### config.mk
export PLATFORM = sky130hd
export DESIGN_NAME = deque_with_search_and_stats
export DESIGN_NICKNAME = d
export VERILOG_FILES = /design/src/hw/rtl/dqss_pkg.sv /design/src/hw/rtl/dqss_cell.sv /design/src/hw/rtl/dqss_divsqrt.sv /design/src/hw/rtl/deque_with_search_and_stats.sv
export SDC_FILE = /design/constraint.sdc
export NUM_CORES = 2
export LEC_CHECK = 0
export BUFFER_PORTS_ARGS = -buffer_cell sky130_fd_sc_hd__buf_2
export CAP_MARGIN = 10
export CORE_MARGIN = 4
export CORE_UTILIZATION = 50
export DETAILED_ROUTE_END_ITERATION = 7
export PLACE_DENSITY = 0.68
export SKIP_LAST_GASP = 1
export SLEW_MARGIN = 40
export SYNTH_ARGS = -nofsm -noshare
export SYNTH_HDL_FRONTEND = slang
export SYNTH_HIERARCHICAL = 1
export SYNTH_SLANG_ARGS = --single-unit
export TNS_END_PERCENT = 5
### constraint.sdc
create_clock -name clk -period 10.6 [get_ports clk]
set_input_delay 1.06 -clock clk [delete_from_list [all_inputs] [get_ports clk]]
set_output_delay 1.06 -clock clk [all_outputs]
set_load 0.05 [all_outputs]
### src/hw/rtl/dqss_pkg.sv
`default_nettype none
package dqss_pkg;

    localparam int DEPTH = 16;
    localparam int CW = $clog2(DEPTH + 1);
    localparam int IW = (DEPTH > 1) ? $clog2(DEPTH) : 1;

    typedef enum logic [2:0] {
        REQ_PUSH_FRONT = 3'd0,
        REQ_PUSH_BACK  = 3'd1,
        REQ_POP_FRONT  = 3'd2,
        REQ_POP_BACK   = 3'd3,
        REQ_SEARCH     = 3'd4,
        REQ_STATS      = 3'd5
    } req_t;

    localparam logic [1:0] ST_OK       = 2'd0;
    localparam logic [1:0] ST_FULL     = 2'd1;
    localparam logic [1:0] ST_EMPTY    = 2'd2;
    localparam logic [1:0] ST_NOTFOUND = 2'd3;

    typedef struct packed {
        logic [2:0]         req_type;
        logic signed [15:0] value;
    } in_item_t;

    typedef struct packed {
        logic [1:0]         status;
        logic [3:0]         found_index;
        logic [4:0]         fill_count;
        logic signed [23:0] mean_q8;
        logic [23:0]        std_dev_q8;
    } out_item_t;

    // one cell's command from the controller
    typedef struct packed {
        logic shift_right;
        logic shift_left;
        logic load;
    } cell_ctl_t;

endpackage
`default_nettype wire

### src/hw/rtl/dqss_cell.sv
`default_nettype none
module dqss_cell (
    input  wire logic                     clk,
    input  wire dqss_pkg::cell_ctl_t      ctl,
    input  wire logic signed [15:0]       load_value,
    input  wire logic signed [15:0]       left_value,
    input  wire logic signed [15:0]       right_value,
    output logic signed [15:0]            value
);
    import dqss_pkg::*;

    logic signed [15:0] value_reg;
    logic signed [15:0] value_next;

    always_comb
    begin
        value_next = value_reg;
        if (ctl.load)
        begin
            value_next = load_value;
        end
        else if (ctl.shift_right)
        begin
            value_next = left_value;
        end
        else if (ctl.shift_left)
        begin
            value_next = right_value;
        end
    end

    always_ff @(posedge clk)
    begin
        value_reg <= value_next;
    end

    assign value = value_reg;
endmodule
`default_nettype wire

### src/hw/rtl/dqss_divsqrt.sv
`default_nettype none
// restoring divider followed by bit-pair square root, one step per cycle
module dqss_divsqrt (
    input  wire logic         clk,
    input  wire logic         rst_n,
    input  wire logic         start,
    input  wire logic [55:0]  num,
    input  wire logic [47:0]  den,
    output logic              done,
    output logic [23:0]       root
);
    import dqss_pkg::*;

    typedef enum logic [2:0] {
        DS_IDLE = 3'b001,
        DS_DIV  = 3'b010,
        DS_SQRT = 3'b100
    } ds_state_t;

    ds_state_t   state_reg, state_next;
    logic [5:0]  step_reg, step_next;
    logic [55:0] quo_reg, quo_next;
    logic [47:0] rem_reg, rem_next;
    logic [47:0] den_reg, den_next;
    logic [24:0] res_reg, res_next;
    logic [25:0] srem_reg, srem_next;
    logic        done_reg, done_next;
    logic [48:0] trial;
    logic [25:0] strial;
    logic [25:0] spart;

    always_comb
    begin
        state_next = state_reg;
        step_next  = step_reg;
        quo_next   = quo_reg;
        rem_next   = rem_reg;
        den_next   = den_reg;
        res_next   = res_reg;
        srem_next  = srem_reg;
        done_next  = 1'b0;
        trial      = {rem_reg, quo_reg[55]};
        spart      = {srem_reg[23:0], quo_reg[47:46]};
        strial     = {res_reg[23:0], 2'b01};
        unique case (state_reg)
            DS_IDLE:
            begin
                if (start)
                begin
                    quo_next   = num;
                    rem_next   = '0;
                    den_next   = den;
                    step_next  = 6'd55;
                    state_next = DS_DIV;
                end
            end
            DS_DIV:
            begin
                if (trial >= {1'b0, den_reg})
                begin
                    rem_next = 48'(trial - {1'b0, den_reg});
                    quo_next = {quo_reg[54:0], 1'b1};
                end
                else
                begin
                    rem_next = trial[47:0];
                    quo_next = {quo_reg[54:0], 1'b0};
                end
                if (step_reg == '0)
                begin
                    res_next   = '0;
                    srem_next  = '0;
                    step_next  = 6'd23;
                    state_next = DS_SQRT;
                end
                else
                begin
                    step_next = step_reg - 6'd1;
                end
            end
            DS_SQRT:
            begin
                // quotient stays below 2^47, so its top bits are zero and the root fits 24 bits
                quo_next = {quo_reg[53:0], 2'b00};
                if (spart >= strial)
                begin
                    srem_next = spart - strial;
                    res_next  = {res_reg[23:0], 1'b1};
                end
                else
                begin
                    srem_next = spart;
                    res_next  = {res_reg[23:0], 1'b0};
                end
                if (step_reg == '0)
                begin
                    done_next  = 1'b1;
                    state_next = DS_IDLE;
                end
                else
                begin
                    step_next = step_reg - 6'd1;
                end
            end
            default:
            begin
                state_next = DS_IDLE;
            end
        endcase
    end

    always_ff @(posedge clk or negedge rst_n)
    begin
        if (!rst_n)
        begin
            state_reg <= DS_IDLE;
            done_reg  <= 1'b0;
        end
        else
        begin
            state_reg <= state_next;
            done_reg  <= done_next;
        end
    end

    always_ff @(posedge clk)
    begin
        step_reg <= step_next;
        quo_reg  <= quo_next;
        rem_reg  <= rem_next;
        den_reg  <= den_next;
        res_reg  <= res_next;
        srem_reg <= srem_next;
    end

    assign done = done_reg;
    assign root = res_reg[23:0];

`ifndef SYNTHESIS
    a_done_pulse: assert property (@(posedge clk) disable iff (!rst_n)
        done_reg |=> !done_reg)
        else $error("divsqrt done held");
    a_start_idle: assert property (@(posedge clk) disable iff (!rst_n)
        (state_reg == DS_IDLE && start) |=> state_reg == DS_DIV)
        else $error("divsqrt did not start");
    a_done_from_sqrt: assert property (@(posedge clk) disable iff (!rst_n)
        $rose(done_reg) |-> $past(state_reg) == DS_SQRT)
        else $error("divsqrt done without root");
`endif
endmodule
`default_nettype wire

### src/hw/rtl/deque_with_search_and_stats.sv
`default_nettype none
// Bounded deque of sixteen signed 16-bit values held in a row of cells that
// shift together for pushes and pops at the front. Push and pop stall the input
// through the execute and output states after an item is taken, a search walks
// the cells one per cycle, and statistics run a 56-step divider then a 24-step
// square root; the mean is divided out bit by bit alongside. One item is worked
// on at a time; its result moves to an output register once that register is
// free, and the next item is taken right after, so a stalled result overlaps
// the work on the next item.
module deque_with_search_and_stats (
    input  wire logic                  clk,
    input  wire logic                  rst_n,
    input  wire logic                  in_valid,
    output logic                       in_stall,
    input  wire dqss_pkg::in_item_t    in_data,
    output logic                       out_valid,
    input  wire logic                  out_stall,
    output dqss_pkg::out_item_t        out_data
);
    import dqss_pkg::*;

    typedef enum logic [5:0] {
        S_IDLE   = 6'b000001,
        S_EXEC   = 6'b000010,
        S_SEARCH = 6'b000100,
        S_MUL    = 6'b001000,
        S_DIVS   = 6'b010000,
        S_OUT    = 6'b100000
    } state_t;

    state_t              state_reg, state_next;
    in_item_t            req_reg, req_next;
    logic [CW-1:0]       count_reg, count_next;
    logic signed [20:0]  sum_reg, sum_next;
    logic [34:0]         sumsq_reg, sumsq_next;
    logic [IW-1:0]       idx_reg, idx_next;
    logic                out_valid_reg, out_valid_next;
    out_item_t           out_reg, out_next;
    out_item_t           res_reg, res_next;
    logic [55:0]         num_reg, num_next;
    logic [47:0]         den_reg, den_next;
    logic [20:0]         mag_reg, mag_next;
    logic [47:0]         psum_reg, psum_next;
    logic [1:0]          mstep_reg, mstep_next;
    logic [28:0]         mq_reg, mq_next;
    logic [4:0]          mr_reg, mr_next;
    logic [4:0]          mdstep_reg, mdstep_next;
    logic [5:0]          mtrial;
    logic [20:0]         sum_mag;
    logic                ds_start;
    logic                ds_done;
    logic [23:0]         ds_root;

    logic signed [15:0]  cell_val [DEPTH];
    cell_ctl_t           cell_ctl [DEPTH];
    logic signed [15:0]  pop_val;
    logic signed [31:0]  pop_sq;
    logic signed [31:0]  push_sq;

    genvar g;
    generate
        for (g = 0; g < DEPTH; g++)
        begin : g_cell
            logic signed [15:0] lv, rv;
            if (g == 0)
            begin : g_l
                assign lv = req_reg.value;
            end
            else
            begin : g_l
                assign lv = cell_val[g-1];
            end
            if (g == DEPTH - 1)
            begin : g_r
                assign rv = cell_val[g];
            end
            else
            begin : g_r
                assign rv = cell_val[g+1];
            end
            dqss_cell u_cell (
                .clk(clk),
                .ctl(cell_ctl[g]),
                .load_value(req_reg.value),
                .left_value(lv),
                .right_value(rv),
                .value(cell_val[g])
            );
        end
    endgenerate

    dqss_divsqrt u_divsqrt (
        .clk(clk),
        .rst_n(rst_n),
        .start(ds_start),
        .num(num_reg),
        .den(den_reg),
        .done(ds_done),
        .root(ds_root)
    );

    // back item lives at count-1; search compares the indexed cell, rotating
    // left is avoided by indexing the fixed cell array with the walk index
    logic [IW-1:0] back_idx;
    logic          walk_hit;
    assign back_idx = IW'(count_reg - CW'(1));
    assign pop_val  = (req_reg.req_type == REQ_POP_FRONT) ? cell_val[0] : cell_val[back_idx];
    assign pop_sq   = pop_val * pop_val;
    assign push_sq  = req_reg.value * req_reg.value;
    assign walk_hit = cell_val[idx_reg] == req_reg.value;
    assign sum_mag  = sum_reg[20] ? 21'(-sum_reg) : 21'(sum_reg);

    always_comb
    begin
        state_next     = state_reg;
        req_next       = req_reg;
        count_next     = count_reg;
        sum_next       = sum_reg;
        sumsq_next     = sumsq_reg;
        idx_next       = idx_reg;
        out_next       = out_reg;
        res_next       = res_reg;
        out_valid_next = out_valid_reg;
        num_next       = num_reg;
        den_next       = den_reg;
        mag_next       = mag_reg;
        psum_next      = psum_reg;
        mstep_next     = mstep_reg;
        mq_next        = mq_reg;
        mr_next        = mr_reg;
        mdstep_next    = mdstep_reg;
        mtrial         = {mr_reg, mq_reg[28]};
        ds_start       = 1'b0;
        for (int k = 0; k < DEPTH; k++)
        begin
            cell_ctl[k] = '0;
        end
        if (out_valid_reg && !out_stall)
        begin
            out_valid_next = 1'b0;
        end
        // mean divider, one quotient bit a cycle while the products and the main divider run
        if (mdstep_reg != '0)
        begin
            if (mtrial >= {1'b0, count_reg})
            begin
                mr_next = 5'(mtrial - {1'b0, count_reg});
                mq_next = {mq_reg[27:0], 1'b1};
            end
            else
            begin
                mr_next = mtrial[4:0];
                mq_next = {mq_reg[27:0], 1'b0};
            end
            mdstep_next = mdstep_reg - 5'd1;
        end
        unique case (state_reg)
            S_IDLE:
            begin
                if (in_valid)
                begin
                    req_next   = in_data;
                    state_next = S_EXEC;
                end
            end
            S_EXEC:
            begin
                res_next             = '0;
                res_next.fill_count  = 5'(count_reg);
                state_next           = S_OUT;
                case (req_reg.req_type)
                    REQ_PUSH_FRONT, REQ_PUSH_BACK:
                    begin
                        if (count_reg == CW'(DEPTH))
                        begin
                            res_next.status = ST_FULL;
                        end
                        else
                        begin
                            for (int k = 0; k < DEPTH; k++)
                            begin
                                if (req_reg.req_type == REQ_PUSH_FRONT)
                                begin
                                    cell_ctl[k].shift_right = 1'b1;
                                end
                                else if (CW'(k) == count_reg)
                                begin
                                    cell_ctl[k].load = 1'b1;
                                end
                            end
                            count_next = count_reg + CW'(1);
                            sum_next   = sum_reg + 21'(req_reg.value);
                            sumsq_next = sumsq_reg + 35'(unsigned'(push_sq));
                            res_next.fill_count = 5'(count_reg + CW'(1));
                        end
                    end
                    REQ_POP_FRONT, REQ_POP_BACK:
                    begin
                        if (count_reg == '0)
                        begin
                            res_next.status = ST_EMPTY;
                        end
                        else
                        begin
                            if (req_reg.req_type == REQ_POP_FRONT)
                            begin
                                for (int k = 0; k < DEPTH; k++)
                                begin
                                    cell_ctl[k].shift_left = 1'b1;
                                end
                            end
                            count_next = count_reg - CW'(1);
                            sum_next   = sum_reg - 21'(pop_val);
                            sumsq_next = sumsq_reg - 35'(unsigned'(pop_sq));
                            res_next.fill_count = 5'(count_reg - CW'(1));
                        end
                    end
                    REQ_SEARCH:
                    begin
                        idx_next = '0;
                        if (count_reg == '0)
                        begin
                            res_next.status = ST_NOTFOUND;
                        end
                        else
                        begin
                            state_next = S_SEARCH;
                        end
                    end
                    REQ_STATS:
                    begin
                        if (count_reg == '0)
                        begin
                            res_next.status = ST_EMPTY;
                        end
                        else
                        begin
                            mag_next    = sum_mag;
                            mq_next     = {sum_mag, 8'd0};
                            mr_next     = '0;
                            mdstep_next = 5'd29;
                            mstep_next  = '0;
                            state_next  = S_MUL;
                        end
                    end
                    default:
                    begin
                    end
                endcase
            end
            S_SEARCH:
            begin
                if (walk_hit)
                begin
                    res_next.status      = ST_OK;
                    res_next.found_index = 4'(idx_reg);
                    state_next           = S_OUT;
                end
                else if (CW'(idx_reg) + CW'(1) >= count_reg)
                begin
                    res_next.status = ST_NOTFOUND;
                    state_next      = S_OUT;
                end
                else
                begin
                    idx_next = idx_reg + IW'(1);
                end
            end
            S_MUL:
            begin
                // products by step: c*sumsq, then mag^2 (subtracted from it) together with c*c
                unique case (mstep_reg)
                    2'd0: psum_next = 48'(count_reg) * 48'(sumsq_reg);
                    2'd1:
                    begin
                        psum_next = 48'(psum_reg - 48'(mag_reg) * 48'(mag_reg));
                        den_next  = 48'(10'(count_reg) * 10'(count_reg));
                    end
                    2'd2:
                    begin
                        num_next  = {psum_reg[39:0], 16'd0};
                    end
                    default:
                    begin
                        ds_start   = 1'b1;
                        state_next = S_DIVS;
                    end
                endcase
                mstep_next = mstep_reg + 2'd1;
            end
            S_DIVS:
            begin
                if (ds_done)
                begin
                    res_next.mean_q8    = sum_reg[20] ? -24'(mq_reg) : 24'(mq_reg);
                    res_next.std_dev_q8 = ds_root;
                    state_next          = S_OUT;
                end
            end
            S_OUT:
            begin
                if (!out_valid_reg || !out_stall)
                begin
                    out_next       = res_reg;
                    out_valid_next = 1'b1;
                    state_next     = S_IDLE;
                end
            end
            default:
            begin
                state_next = S_IDLE;
            end
        endcase
    end

    always_ff @(posedge clk or negedge rst_n)
    begin
        if (!rst_n)
        begin
            state_reg     <= S_IDLE;
            count_reg     <= '0;
            sum_reg       <= '0;
            sumsq_reg     <= '0;
            out_valid_reg <= 1'b0;
            mdstep_reg    <= '0;
        end
        else
        begin
            state_reg     <= state_next;
            count_reg     <= count_next;
            sum_reg       <= sum_next;
            sumsq_reg     <= sumsq_next;
            out_valid_reg <= out_valid_next;
            mdstep_reg    <= mdstep_next;
        end
    end

    always_ff @(posedge clk)
    begin
        req_reg   <= req_next;
        idx_reg   <= idx_next;
        out_reg   <= out_next;
        res_reg   <= res_next;
        num_reg   <= num_next;
        den_reg   <= den_next;
        mag_reg   <= mag_next;
        psum_reg  <= psum_next;
        mstep_reg <= mstep_next;
        mq_reg    <= mq_next;
        mr_reg    <= mr_next;
    end

    assign in_stall  = state_reg != S_IDLE;
    assign out_valid = out_valid_reg;
    assign out_data  = out_reg;

`ifndef SYNTHESIS
    a_count_range: assert property (@(posedge clk) disable iff (!rst_n)
        count_reg <= CW'(DEPTH))
        else $error("fill count out of range");
    a_count_step: assert property (@(posedge clk) disable iff (!rst_n)
        state_reg != S_EXEC |=> count_reg == $past(count_reg))
        else $error("fill count moved outside execute");
    a_empty_sums: assert property (@(posedge clk) disable iff (!rst_n)
        count_reg == '0 |-> (sum_reg == '0 && sumsq_reg == '0))
        else $error("sums nonzero when empty");
    a_mean_ready: assert property (@(posedge clk) disable iff (!rst_n)
        ds_done |-> mdstep_reg == '0)
        else $error("mean not ready with root");
`endif
endmodule
`default_nettype wire

==> results.sh <==
export IMPL_drv_slew=0
export IMPL_cp_slowest_stage_delay_ns=0.56
export IMPL_post_dp_cell_area_um2=88200
export IMPL_yosys_warnings=6
export IMPL_syn_inst=8468
export IMPL_fp_dieW_um=420
export IMPL_holdWs_ns=0.230
export IMPL_fin_crit_sh_pct=94.9
export IMPL_synthArstFlopShare_pct=9.32
export IMPL_clk_latency_ns=0.76
export IMPL_cts_root_buf="clkbuf_16"
export IMPL_cts_made_buffers=97
export IMPL_cts_sinks=826
export IMPL_finalCriticalPeriod_ns=10.06
export IMPL_routabilityCongestion=0.914
export IMPL_path_clk_slew_ns=0.06
export IMPL_largest_register_ffs=256
export IMPL_drc=0
export IMPL_max_freq_mhz=99.4
export IMPL_cp_data_required_time_ns=11.18
export IMPL_slew_headroom_pct=43.0
export IMPL_holdBufCountCts=0
export IMPL_cp_max_fo=18
export IMPL_yosysTopAreaCell="edfxtp_1"
export IMPL_status="complete, no violations"
export IMPL_worstSetupPathType="flop to flop"
export IMPL_final_hold_viol_count=0
export IMPL_wl_um=209000
export IMPL_core_rowCount=151
export IMPL_drive_above_1_share_pct=8.69
export IMPL_synthTopCellsByCount="inv_1 (1378), nand2_1 (1153), fa_1 (943)"
export IMPL_ys_top_cells_by_area="edfxtp_1 (25%), fa_1 (22%), ha_1 (8.1%)"
export IMPL_fillers=14713
export IMPL_grt_remaining_overflow=0
export IMPL_die_area_um2=177000
export IMPL_routed_wl_met3_um=12400
export IMPL_port_buffers=83
export IMPL_ys_ff_latch=826
export IMPL_wl_met2_um=101000
export IMPL_hp_class="primary input to asynchronous set/reset pin"
export IMPL_grt_pass1_wl_um=340000
export IMPL_synthDominantCellAreaShare_pct=25.3
export IMPL_nets=10053
export IMPL_firstDrtPassIters=5
export IMPL_coreArea_um2=169000
export IMPL_finClkSkew_ns=0.0609
export IMPL_fin_area_um2=91800
export IMPL_synthDistinctLibCells=97
export IMPL_vias=60083
export IMPL_htreeDepth=3
export IMPL_setup_viol=0
export IMPL_clock_path_buffers=3
export IMPL_cts_tree="yes"
export IMPL_wl_met1_um=89100
export IMPL_grt_max_degree=86
export IMPL_layout_setup_ws_ns=0.536
export IMPL_antenna_found_initial=3
export IMPL_pre_cts_slack_ns=0.108
export IMPL_rsz0062_at_grt="no"
export IMPL_die_y_um=420
export IMPL_synth_area_um2=85000
export IMPL_via_per_inst=5.55
export IMPL_grt_total_usage_pct=24.1
export IMPL_diodes=0
export IMPL_grt_pass1_vias=62781
export IMPL_synth_most_common_cell="inv_1"
export IMPL_ios=84
export IMPL_syn_avg_cell_area_um2=10.0
export IMPL_crit_slowest_cell="fa_1"
export IMPL_crit_arrival_ns=10.64
export IMPL_dp_hpwl_um=164000
export IMPL_cap_violations=0
export IMPL_fin_tns_setup_ns=0
export IMPL_synth_enable_flop_cells=715
export IMPL_routed_top_layer="met4"
export IMPL_syn_to_final_growth_pct=8.08
export IMPL_tightest_slew_ns=0.856
export IMPL_yosysSeqAreaShare_pct=28.3
export IMPL_wl_per_cell_um=19.3
export IMPL_endpoint_kind="flop"
export IMPL_initial_core_util_pct=50.2
export IMPL_drtAntennaViolNets=0
export IMPL_synthFlopType="edfxtp_1"
export IMPL_drtIter0Drc=4649
export IMPL_worstSetupStartpointType="flop"
routing by layer:
metal  track usage, %  vias to the layer above
li1                 -                    28213
met3             3.16                      325
met4             8.18                        0
met2             40.5                     1722
met1             32.4                    29823
met5                0                        -
stage by stage:
| stage | util (%) | instances |
|---|---|---|
| after floorplan | - | 8522 |
| after global placement | 52.0 | 10621 |
| after detailed placement | 52.1 | 10636 |
| after CTS | 54.1 | 10812 |
| after global routing | 54.3 | 10835 |
| final | 54.3 | 10835 |
critical path, delay by kind of cell, from the launching register on:
kind / cells / cell delay [ns]
AO/OA/AOI/OAI: 14 / 2.13
XOR/XNOR: 2 / 0.31
adder cells (fa/ha/maj): 9 / 4.09
buffers and inverters: 9 / 1.05
flip-flops: 1 / 0.44
multiplexers: 3 / 1.28
AND/OR/NAND/NOR: 5 / 0.59
area by class of cell:
class | instances | area, um2 | share of cell area (%)
Multi-Input combinational cell | 5954 | 54400 | 59.3
Inverter | 1391 | 5240 | 5.70
Sequential cell | 826 | 24100 | 26.2
Clock inverter | 63 | 732 | 0.797
Clock buffer | 113 | 2550 | 2.78
Tap cell | 2218 | 2780 | 3.02
Timing Repair Buffer | 270 | 2020 | 2.20
placed cells by master (no fill, tap or decap), types with 21 or more instances in the layout:
master	n
inv_1	1372
nand2_1	1147
fa_1	943
edfxtp_1	715
ha_1	544
nor2_1	434
o21ai_0	340
a21oi_1	328
mux2i_1	320
xnor2_1	229
o21ai_1	174
mux4_2	160
buf_4	160
and2_1	145
xor2_1	144
a21o_1	142
clkbuf_16	99
buf_2	82
dfrtp_1	74
nand3_1	62
nand2b_1	57
nor3_1	55
a22oi_1	55
conb_1	55
nor2b_1	44
a211oi_1	39
o21bai_1	35
and3_1	34
dfxtp_1	34
o31ai_1	33
a31oi_1	30
nand4_1	30
o21a_1	28
or3_1	26
clkinv_1	21
path summary, 6_finish.rpt:
| check | end | slack (ns) | cells past startpoint | from |
|---|---|---|---|---|
| max | sumsq_reg[34] | 0.54 | 42 | count_reg[0] |
| min | u_divsqrt/state_reg[2] | 0.23 | 1 | rst_n |
| max reg2reg | sumsq_reg[34] | 0.54 | 42 | count_reg[0] |
| min reg2reg | u_divsqrt/den_reg[9] | 0.42 | 0 | den_reg[9] |
| max in group asynchronous | sum_reg[19] | 9.47 | 2 | rst_n |
| min in group clk | u_divsqrt/den_reg[9] | 0.42 | 0 | den_reg[9] |
repair_timing:
item,in CTS,in global routing
cloned,0,1
buffers inserted,0,22
setup endpoints to repair,1,10
pin swaps,1,9
resized for setup,0,37
kinds of logic (layout without fill, tap and decap cells):
family                   Yosys count  count (layout)  share of synthesized area (%)
AO/OA/AOI/OAI                   1355            1355                           9.71
XOR/XNOR                         375             375                           3.87
adder cells (fa/ha/maj)         1490            1490                           30.3
buffers and inverters           1742            1837                           8.27
flip-flops                       826             826                           28.3
multiplexers                     502             502                           8.29
other                              1              55                        0.00441
AND/OR/NAND/NOR                 2177            2177                           11.2
Power is not shown: default switching activity piles up to over one toggle a cycle in this logic, so the estimate is an artifact.
